==> config.mk <==
export PLATFORM = sky130hd
export DESIGN_NAME = tsp_cmd_queue
export DESIGN_NICKNAME = d
export VERILOG_FILES = /design/src/design/tone_sequence_player_defines.svh /design/src/design/tsp_pkg.sv /design/src/design/tsp_cmd_queue.sv
export SDC_FILE = /design/constraint.sdc
export NUM_CORES = 1
export LEC_CHECK = 0
export BUFFER_PORTS_ARGS = -buffer_cell sky130_fd_sc_hd__buf_2
export CAP_MARGIN = 20
export CORE_ASPECT_RATIO = 0.9
export CORE_MARGIN = 2
export CORE_UTILIZATION = 51
export DETAILED_ROUTE_END_ITERATION = 8
export PLACE_DENSITY = 0.73
export SYNTH_ARGS = -nofsm -noshare
export SYNTH_HDL_FRONTEND = slang
export SYNTH_SLANG_ARGS = --single-unit
export TNS_END_PERCENT = 50
==> constraint.sdc <==
create_clock -name clk -period 4.8 [get_ports clk]
set_input_delay 0.48 -clock clk [delete_from_list [all_inputs] [get_ports clk]]
set_output_delay 0.48 -clock clk [all_outputs]
set_load 0.01 [all_outputs]
==> src/design/tone_sequence_player_defines.svh <==
// ----------------------------------------------------------------------------
// tone_sequence_player_defines
// Assertion macros shared by the tone sequence player. They expect signals
// named clk and rst in the scope where they are used.
// ----------------------------------------------------------------------------
`ifndef TONE_SEQUENCE_PLAYER_DEFINES_SVH
`define TONE_SEQUENCE_PLAYER_DEFINES_SVH

// Same-cycle implication, disabled during reset
`define TSP_ASSERT_IMPL(label, a, c) \
  label: assert property (@(posedge clk) disable iff (rst) (a) |-> (c)) \
    else $error("tone_sequence_player: same-cycle check failed");

// Next-cycle implication, disabled during reset
`define TSP_ASSERT_NEXT(label, a, c) \
  label: assert property (@(posedge clk) disable iff (rst) (a) |=> (c)) \
    else $error("tone_sequence_player: next-cycle check failed");

`endif

==> src/design/tsp_pkg.sv <==
// ----------------------------------------------------------------------------
// tsp_pkg
// Shared types and constants of the tone sequence player.
// ----------------------------------------------------------------------------
`timescale 1ns / 1ps

package tsp_pkg;

  // Defaults for the top-level parameters
  localparam int FIFO_DEPTH_DEF = 4096;
  localparam int TICK_RATE_DEF  = 1193182;

  // Bytes in one tone record: frequency low/high, duration low/high
  localparam int REC_BYTES = 4;

  // Field widths fixed by the interface
  localparam int THR_W   = 13;
  localparam int LEVEL_W = 13;
  localparam int DIV_W   = 16;

  localparam logic [THR_W-1:0] WAKE_THRESHOLD_RST = 13'd4096;

  // Command queue between front and back
  localparam int CMDQ_DEPTH = 4;

  // Input opcodes as they arrive on the stream
  localparam logic [1:0] OP_PUSH  = 2'd0;
  localparam logic [1:0] OP_TICK  = 2'd1;
  localparam logic [1:0] OP_MUTE  = 2'd2;
  localparam logic [1:0] OP_FLUSH = 2'd3;

  // Command kinds handed to the back end
  typedef enum logic [3:0] {
    CMD_PUSH  = 4'b0001,
    CMD_TICK  = 4'b0010,
    CMD_MUTE  = 4'b0100,
    CMD_FLUSH = 4'b1000
  } tsp_kind_t;

  typedef struct packed {
    tsp_kind_t  kind;
    logic [7:0] data;
  } tsp_cmd_t;

  // Result word, last member in the lowest bits
  typedef struct packed {
    logic               drained;
    logic               space_wake;
    logic [LEVEL_W-1:0] fifo_level;
    logic               playing;
    logic               divider_load;
    logic [DIV_W-1:0]   divider;
    logic               gate_on;
    logic               byte_accepted;
  } tsp_result_t;

  localparam int OUT_TDATA_W = 40;

endpackage

==> src/design/tsp_cmd_queue.sv <==
// ----------------------------------------------------------------------------
// tsp_cmd_queue
// Short command queue that decouples the front from the back end.
// ----------------------------------------------------------------------------
`timescale 1ns / 1ps

module tsp_cmd_queue (
  input  logic               clk,
  input  logic               rst,
  input  logic               push_valid,
  output logic               push_ready,
  input  tsp_pkg::tsp_cmd_t  push_cmd,
  output logic               pop_valid,
  input  logic               pop_ready,
  output tsp_pkg::tsp_cmd_t  pop_cmd
);
  import tsp_pkg::*;

  localparam int QAW = $clog2(CMDQ_DEPTH);
  localparam int QCW = $clog2(CMDQ_DEPTH + 1);

  tsp_cmd_t       slots [CMDQ_DEPTH];
  logic [QAW-1:0] wr_ptr;
  logic [QAW-1:0] rd_ptr;
  logic [QCW-1:0] fill;
  logic           do_push;
  logic           do_pop;

  assign push_ready = (fill != QCW'(CMDQ_DEPTH));
  assign pop_valid  = (fill != '0);
  assign pop_cmd    = slots[rd_ptr];
  assign do_push    = push_valid && push_ready;
  assign do_pop     = pop_valid && pop_ready;

  // Store incoming commands
  always_ff @(posedge clk) begin
    if (do_push) begin
      slots[wr_ptr] <= push_cmd;
    end
  end

  // Advance pointers and fill count
  always_ff @(posedge clk) begin
    if (rst) begin
      wr_ptr <= '0;
      rd_ptr <= '0;
      fill   <= '0;
    end else begin
      if (do_push) begin
        wr_ptr <= (wr_ptr == QAW'(CMDQ_DEPTH - 1)) ? '0 : wr_ptr + 1'b1;
      end
      if (do_pop) begin
        rd_ptr <= (rd_ptr == QAW'(CMDQ_DEPTH - 1)) ? '0 : rd_ptr + 1'b1;
      end
      if (do_push && !do_pop) begin
        fill <= fill + 1'b1;
      end else if (do_pop && !do_push) begin
        fill <= fill - 1'b1;
      end
    end
  end

endmodule

======== Word-level counts from Yosys, hierarchy flattened ========
Memory sizes are Yosys's and may differ from the RTL's. A register that Yosys moved wholly into a read port is not among the register bits.
Index checks and enable logic that the tools add are counted.
cells by class
  add/subtract/negate cells ............... 4
  multiply operators ...................... 0
  divide/modulo/power cells ............... 0
  order comparisons ....................... 0
  eq/ne operators ......................... 3
  shift operators ......................... 0
  muxes and demuxes ....................... 8
  bitwise logic cells ..................... 0
  reductions and logical operators ........ 8
operators by type and width
  operator                                           count
  2-to-1 mux 2 bit                                   4
  2-to-1 mux 3 bit                                   2
  adder 2 x 1 -> 2 bit (second input constant)       2
  == test 2 bit (second input constant)              2
  logical AND 1 bit                                  4
  adder 3 x 1 -> 3 bit (second input constant)       1
  inequality test 3 bit (second input constant)      1
  nonzero test 3 bit                                 1
  subtractor 3 x 1 -> 3 bit (second input constant)  1
  zero test 1 bit                                    2
  2-to-1 mux 1 bit                                   2
  nonzero test 2 bit                                 1
storage, ports and cells
  register bits after elaboration ......... 7
  latch bits .............................. 0
  bits in writable memories ............... 48
  memory bits (read-only) ................. 0
  output and inout bits ................... 14
  word-level logic and storage cells ...... 27
  memories ................................ 1
memory list
  memory  words  width  rd ports  clocked after Yosys merged registers in  wr ports  line                 text
  slots   4      12     1         1                                        1         tsp_cmd_queue.sv:22  tsp_cmd_t slots [CMDQ_DEPTH];

======== Depth between registers and ports, before layout ========
Gate-level depths: netlist of run 1.
  word-level depth ........................ 6
  gate-level depth with buffers ........... 9
  depth with buffers taken out ............ 8

======== Worst setup path before layout of run 1 ========
OpenSTA, ideal clock, no wires.
  path type ............................... register to register
  from .................................... register fill[0]
  to ...................................... register fill[2]
  setup time .............................. 0.070 ns
  arrival time ............................ 2.101 ns
  required time ........................... 4.730 ns
  path slack .............................. 2.629 ns
  cell stages (with the launch flop) ...... 10
  clock period less this slack ............ 2.171 ns
  path through ............................ dfxtp_1 > or3b_1 > clkbuf_2 > and2_4 > ha_1 > inv_1 > fa_1 > xor2_1 > or3_2 > a21oi_1
on the way
  word-level cells in the longest chain between the ends .. 5
ends and longest elaborated chain
  element                       line                 text
  start, declared               tsp_cmd_queue.sv:25  logic [QCW-1:0] fill;
  start signal, assigned        tsp_cmd_queue.sv:56  fill <= fill + 1'b1;
  start signal, assigned        tsp_cmd_queue.sv:58  fill <= fill - 1'b1;
  inequality test 3 bit *       tsp_cmd_queue.sv:29  assign push_ready = (fill != QCW'(CMDQ_DEPTH));
  net push_ready                tsp_cmd_queue.sv:11  output logic push_ready,
  logical AND 1 bit *           tsp_cmd_queue.sv:32  assign do_push = push_valid && push_ready;
  net do_push                   tsp_cmd_queue.sv:26  logic do_push;
  zero test 1 bit               tsp_cmd_queue.sv:57  end else if (do_pop && !do_push) begin
  logical AND 1 bit             tsp_cmd_queue.sv:57
  nonzero test 2 bit (no line)  -
Mark *: on every way through the listed nets, which the timed path passes. The rest lies on a longest branch. The select of a mux whose other input is x is not followed.
A chain may end at the register's enable or synchronous reset.

==> results.ini, run 1 <==
[clocking]
cts_tree = yes
insertion_delay_ns = 0.32
h-tree-depth = 3
ctsResizeCount = 0
ctsLongestPathBuffers = 2
holdBufCountCts = 0
cts_setup_buffers = 0
cts.clk_slew.worst_paths_ns = 0.06
cts_buffers = 9
clkSinkCount = 57
cts_root_buf = clkbuf_8

[sta]
setup_ws_ns = 2.39
final.min_clock_period_ns = 2.41
maxSlewViolCount = 0
max_slew_margin_pct = 46.0
fin_crit_sh_pct = 50.1
max_freq_mhz = 416
tns_ns = 0
final_hold_viol_count = 0
setup_viol = 0
rsz0062_at_grt = no
finalClockSkew_ns = 0.00389
worstMarginPinSlew_ns = 0.808

[floorplanning]
core_area_sq_mm = 0.00413
die_w_um = 73.3
die_area_sq_mm = 0.00487
rows = 22
die_y_um = 66.4
ios = 30
start_util_pct = 53.5

[power_and_ir_drop]
p_switching_mw = 0.369
pwr-share-comb_pct = 22.0
ir_worst_vdd_mv = 0.293
p_per_area_mw_per_mm2 = 531
seqPwrFrac_pct = 48.4
power.leakage_nw = 0.932
clock_power_share_pct = 29.6
switching_share_pct = 27.1
p_int_mw = 0.995

[synthesis]
synth_top_family_by_area = multiplexers
muxShareOfSynthArea_pct = 13.6
synth_cells = 110
synth_xor_area_share_pct = 0.794
ys_warn_count = 0
synth_cell_types = 26
seq_area_frac_synth_pct = 73.5
synth_compound_gate_area_share_pct = 1.59
synth_simple_gate_area_share_pct = 4.82
synthAdderAreaFrac_pct = 4.31
synth_area_sq_mm = 0.00221
synth_fp_nets = 133
ys_ff_latch = 57
syn_area_per_cell_sq_um = 20.1

[worst_setup_path]
r2r_setup_slack_ns = 2.41
cp-start-kind = flip-flop
end_kind = output pin
crit_required_ns = 4.32
arrival_ns = 1.93
worstPathMaxFanout = 12
path_class = reg2out

[global_routing]
first_global_vias = 1174
grt_pass1_wl_um = 5520
grt_usage_pct = 16.5
grt_overflow_total = 0
antenna_found_initial = 0
grt_max_degree = 13

[route]
drcViolationCount = 0
drt_iter0_markers = 62
drt-pass1-iter-count = 4
num_vias = 1075
ant_nets = 0
vias_per_cell = 5.40
avgRoutedWirePerCell_um = 17.5
wl_met2_um = 1790
route.met3.wl_um = 160
wl_um = 3480
top_layer = met4
wl_met1_um = 1460

[min_path]
min_path_type = in2reg

[final_layout]
nets = 169
mostFrequentLayoutCells = 48 x edfxtp_1, 29 x buf_2, 12 x mux4_2, 9 x dfxtp_1, 9 x clkbuf_8
area_delta_synth_final_pct = 16.4
fillers = 309
final_layout_size_suffix_gt1_share_pct = 39.7
final_common_cell = edfxtp_1
antenna_cells = 0

[place]
dp_slack_ns = 2.43
post-dp-hpwl_um = 2310
io_buffers = 29
gp_congestion = 0.700

[run]
drv_cap = 0

[outcome]
status = finished, final reports clean

[worst paths after layout]
check,depth (start not counted),from,to
max,2,flip-flop,pop_cmd[10]
min,1,push_cmd[8],slots[0][8]
max reg2reg,7,fill[1],fill[2]
min reg2reg,2,rd_ptr[0],rd_ptr[0]
[layout make-up]
class,count,area (sq um),share of cell area (%)
clock buffers,11,131,5.11
repair buffers,29,145,5.65
well taps,48,60.1,2.34
inverters,3,11.3,0.438
flip-flops and latches,57,1620,63.1
multi-input cells,46,554,21.6
clock inverters,5,46.3,1.80
[power by group through the flow]
stage                     Sequential, mW  Combinational (mW)  Clock [mW]
final                              0.660               0.301       0.404
after global routing               0.673               0.330       0.432
after CTS                          0.663               0.306       0.412
after global placement             0.666               0.290           0
after detailed placement           0.673               0.304           0
after floorplan                    0.641               0.235           0
[per-layer routing]
metal | vias to the layer above | GRT usage [%]
li1 | 508 | -
met1 | 531 | 19.0
met2 | 28 | 27.3
met3 | 8 | 5.18
met4 | 0 | 9.55
met5 | - | 0
[metrics by stage]
step,util (%),instance area [sq um],power (mW),instances,hold slack [ns]
finish,62.2,2570,1.36,199,0.372
floorplan,-,2210,0.876,110,0.463
global route,62.2,2570,1.44,199,0.362
global placement,57.9,2390,0.956,183,0.484
detailed placement,57.9,2390,0.977,183,0.505
CTS,62.2,2570,1.38,199,0.357
[synth_stat cells]
master    number  area share, %
and3_2         4            1.4
mux2i_1        3            1.4
buf_4          1           0.34
fa_1           1           0.91
nor3_1         1           0.23
clkbuf_2       1           0.23
o21ai_0        1           0.23
ha_1           6            3.4
edfxtp_1      48             65
or3_1          1           0.28
nand2b_1       2           0.57
clkbuf_1       1           0.17
a21oi_1        2           0.45
o31ai_1        1           0.34
or3_2          2           0.68
nand3_1        1           0.23
and2_4         1           0.40
dfxtp_1        9            8.2
or3b_1         1           0.40
nor2_1         3           0.51
o31ai_2        1           0.57
inv_1          3           0.51
mux4_2        12             12
xor2_1         2           0.79
nand2_1        1           0.17
buf_1          1           0.17
[critical path: stages, from the launching register on]
cell and delay (ns):
dfxtp_1 0.84, mux4_2 0.60, buf_2 0.16
[logic make-up after synthesis]
logic type      after synthesis
compound gates                5
simple gates                 17
flops                        57
fa+ha+maj                     7
buf+inv                       7
xor+xnor                      2
mux                          15
[sequential cells by signal, indices dropped and copies added (netlist names), named ones only]
register,flops
wr_ptr,2
fill,3
rd_ptr,2
slots,48
No activity file was read; power rests on OpenSTA's default activity.
==> inputs of run 2 (changes only) <==
CORE_UTILIZATION = 50   (was 51)
PLACE_DENSITY = 0.75   (was 0.73)
clock period = 2 ns   (was 4.8 ns; I/O delays follow)
==> results.ini, run 2 (same netlist as run 1, synthesis figures left out) <==
[place]
post-dp-hpwl_um = 2370  ; +3.0%
io_buffers = 29  ; unchanged
gp_congestion = 0.662  ; -5.5%
numPlacedInstances = 199  ; +8.7%
dpl_cell_area_sq_mm = 0.00247  ; +3.1%

[floorplanning]
start_util_pct = 53.1  ; -0.35 points
core_area_sq_mm = 0.00416  ; +0.67%
die_w_um = 74.0  ; +0.94%
die_area_sq_mm = 0.00496  ; +1.9%
ios = 30  ; unchanged
die_y_um = 67.0  ; +0.93%
rows = 22  ; unchanged

[global_routing]
use_met2_pct = 27.2  ; about the same
grt_usage_pct = 16.7  ; +0.18 points
grtUsageMet3_pct = 7.26  ; +2.1 points
met1_usage_pct = 19.3  ; +0.34 points
grt_max_degree = 13  ; unchanged
first_global_vias = 1152  ; -1.9%
grt_overflow_total = 0  ; unchanged
antenna_found_initial = 0  ; unchanged
grt_pass1_wl_um = 5640  ; +2.2%
grt-busiest-layer = met2

[clocking]
cts.clk_slew.worst_paths_ns = 0.06  ; about the same
insertion_delay_ns = 0.33  ; about the same
cts_buffers = 9  ; unchanged
ctsLongestPathBuffers = 2  ; unchanged
h-tree-depth = 3  ; unchanged
holdBufCountCts = 0  ; unchanged
cts_setup_buffers = 0  ; unchanged
cts_root_buf = clkbuf_8
cts_tree = yes
clkSinkCount = 57  ; unchanged

[final_layout]
design_area_sq_mm = 0.00266  ; +3.5%
fillers = 284  ; -8.1%
mostFrequentLayoutCells = 48 x edfxtp_1, 29 x buf_2, 12 x mux4_2, 12 x clkbuf_8, 6 x dfxtp_1
antenna_cells = 0  ; unchanged
final_layout_size_suffix_gt1_share_pct = 47.7  ; +8.0 points
area_delta_synth_final_pct = 20.5
regMostFlops = slots
multi_input_area_sq_um = 587  ; +5.9%
largest_register_ff_count = 48  ; unchanged
nets = 173  ; +2.4%
largestRegisters = slots: 48 flops, fill: 3 flops
final_common_cell = edfxtp_1
regArea_sq_mm = 0.00163  ; +0.39%
stdcell_count = 215  ; +8.0%

[route]
drt_iter0_markers = 36  ; -42%
wl_um = 3530  ; +1.4%
vias_per_cell = 5.10  ; -5.6%
drcViolationCount = 0  ; unchanged
avgRoutedWirePerCell_um = 16.4  ; -6.1%
ant_nets = 0  ; unchanged
num_vias = 1096  ; +2.0%
drt-pass1-iter-count = 4  ; unchanged

[outcome]
status = finished, final reports clean

[sta]
setup_viol = 0  ; unchanged
tns_ns = 0  ; unchanged
max_slew_margin_pct = 77.9  ; +32 points
fin_crit_sh_pct = 97.0
rsz0062_at_grt = no
max_freq_mhz = 515
final.min_clock_period_ns = 1.94
worstMarginPinSlew_ns = 0.332  ; -0.476 ns
maxSlewViolCount = 0  ; unchanged
finalClockSkew_ns = 0.00575  ; +0.00185 ns
final_hold_viol_count = 0  ; unchanged

[worst_setup_path]
crit_required_ns = 2.26  ; -2.06 ns
arrival_ns = 2.20  ; +0.27 ns
r2r_cells = 8  ; +1
path_class = reg2reg
worstPathMaxFanout = 5  ; -7
end_kind = flip-flop
cp-start-kind = flip-flop

[power_and_ir_drop]
p_per_area_mw_per_mm2 = 1270  ; +140%
ir_worst_vdd_mv = 0.810  ; +180%
power.leakage_nw = 0.961  ; +3.1%

[min_path]
min_path_type = in2reg
whs_path_depth = 1  ; unchanged

[run]
drv_cap = 0  ; unchanged

==> run 2: cell types whose count changed in the layout (fill, tap and decap cells not counted), sizes merged <==
cell / before / now
clkbuf: 11 / 13
buf: 29 / 33
clkinv: 4 / 3
bufinv: 1 / 0
==> run 2: per-layer routing <==
layer  vias up  wire length (um)
li1        516                 -
met1       548              1490
met2        24              1790
met3         8               189
met4         0                59
met5         -                 0
==> run 2: final cells by class <==
cell class / count / share of cell area [%]
multi-input cells: 46 / 22.1
clock inverters: 3 / 0.518
inverters: 3 / 0.424
flip-flops and latches: 57 / 61.2
well taps: 60 / 2.82
repair buffers: 33 / 6.59
clock buffers: 13 / 6.35
==> run 2: power breakdown <==
part / switching (mW) / internal (mW) / leakage (nW)
registers: 0.0928 / 1.47 / 0.515
clock network: 0.409 / 0.542 / 0.0968
logic: 0.425 / 0.452 / 0.349
==> run 2: worst paths after layout <==
check	startpoint	endpoint	slack, ns
worst min-delay path	push_cmd[2]	slots[1][2]	0.09
worst max register to register	fill[1]	fill[2]	0.06
worst max-delay path	fill[1]	fill[2]	0.06
worst min register to register	rd_ptr[0]	flip-flop	0.51
==> run 2: per-stage QoR <==
step	util, %	setup WS, ns	power, mW	hold WS (ns)
floorplan	-	0.0220	2.18	0.299
global placement	59.4	0.114	2.40	0.410
detailed placement	59.4	0.0622	2.46	0.417
CTS	63.8	0.0418	3.42	0.0669
global route	64.0	0.00841	3.55	0.0827
finish	64.0	0.0597	3.39	0.0870
==> run 2: critical path, cell delays in order, from the launching register on <==
cell     delay, ns
dfxtp_2       0.39
or3b_1        0.15
and2_4        0.18
ha_4          0.14
inv_2         0.04
fa_2          0.34
xor2_1        0.17
or3_4         0.32
a21oi_1       0.12
==> run 2: repair_timing <==
item / 4_1_cts / 5_1_grt
endpoints found under the setup margin: 0 / 1
endpoints found under the hold margin: 0 / 0
gates resized for setup: 0 / 1
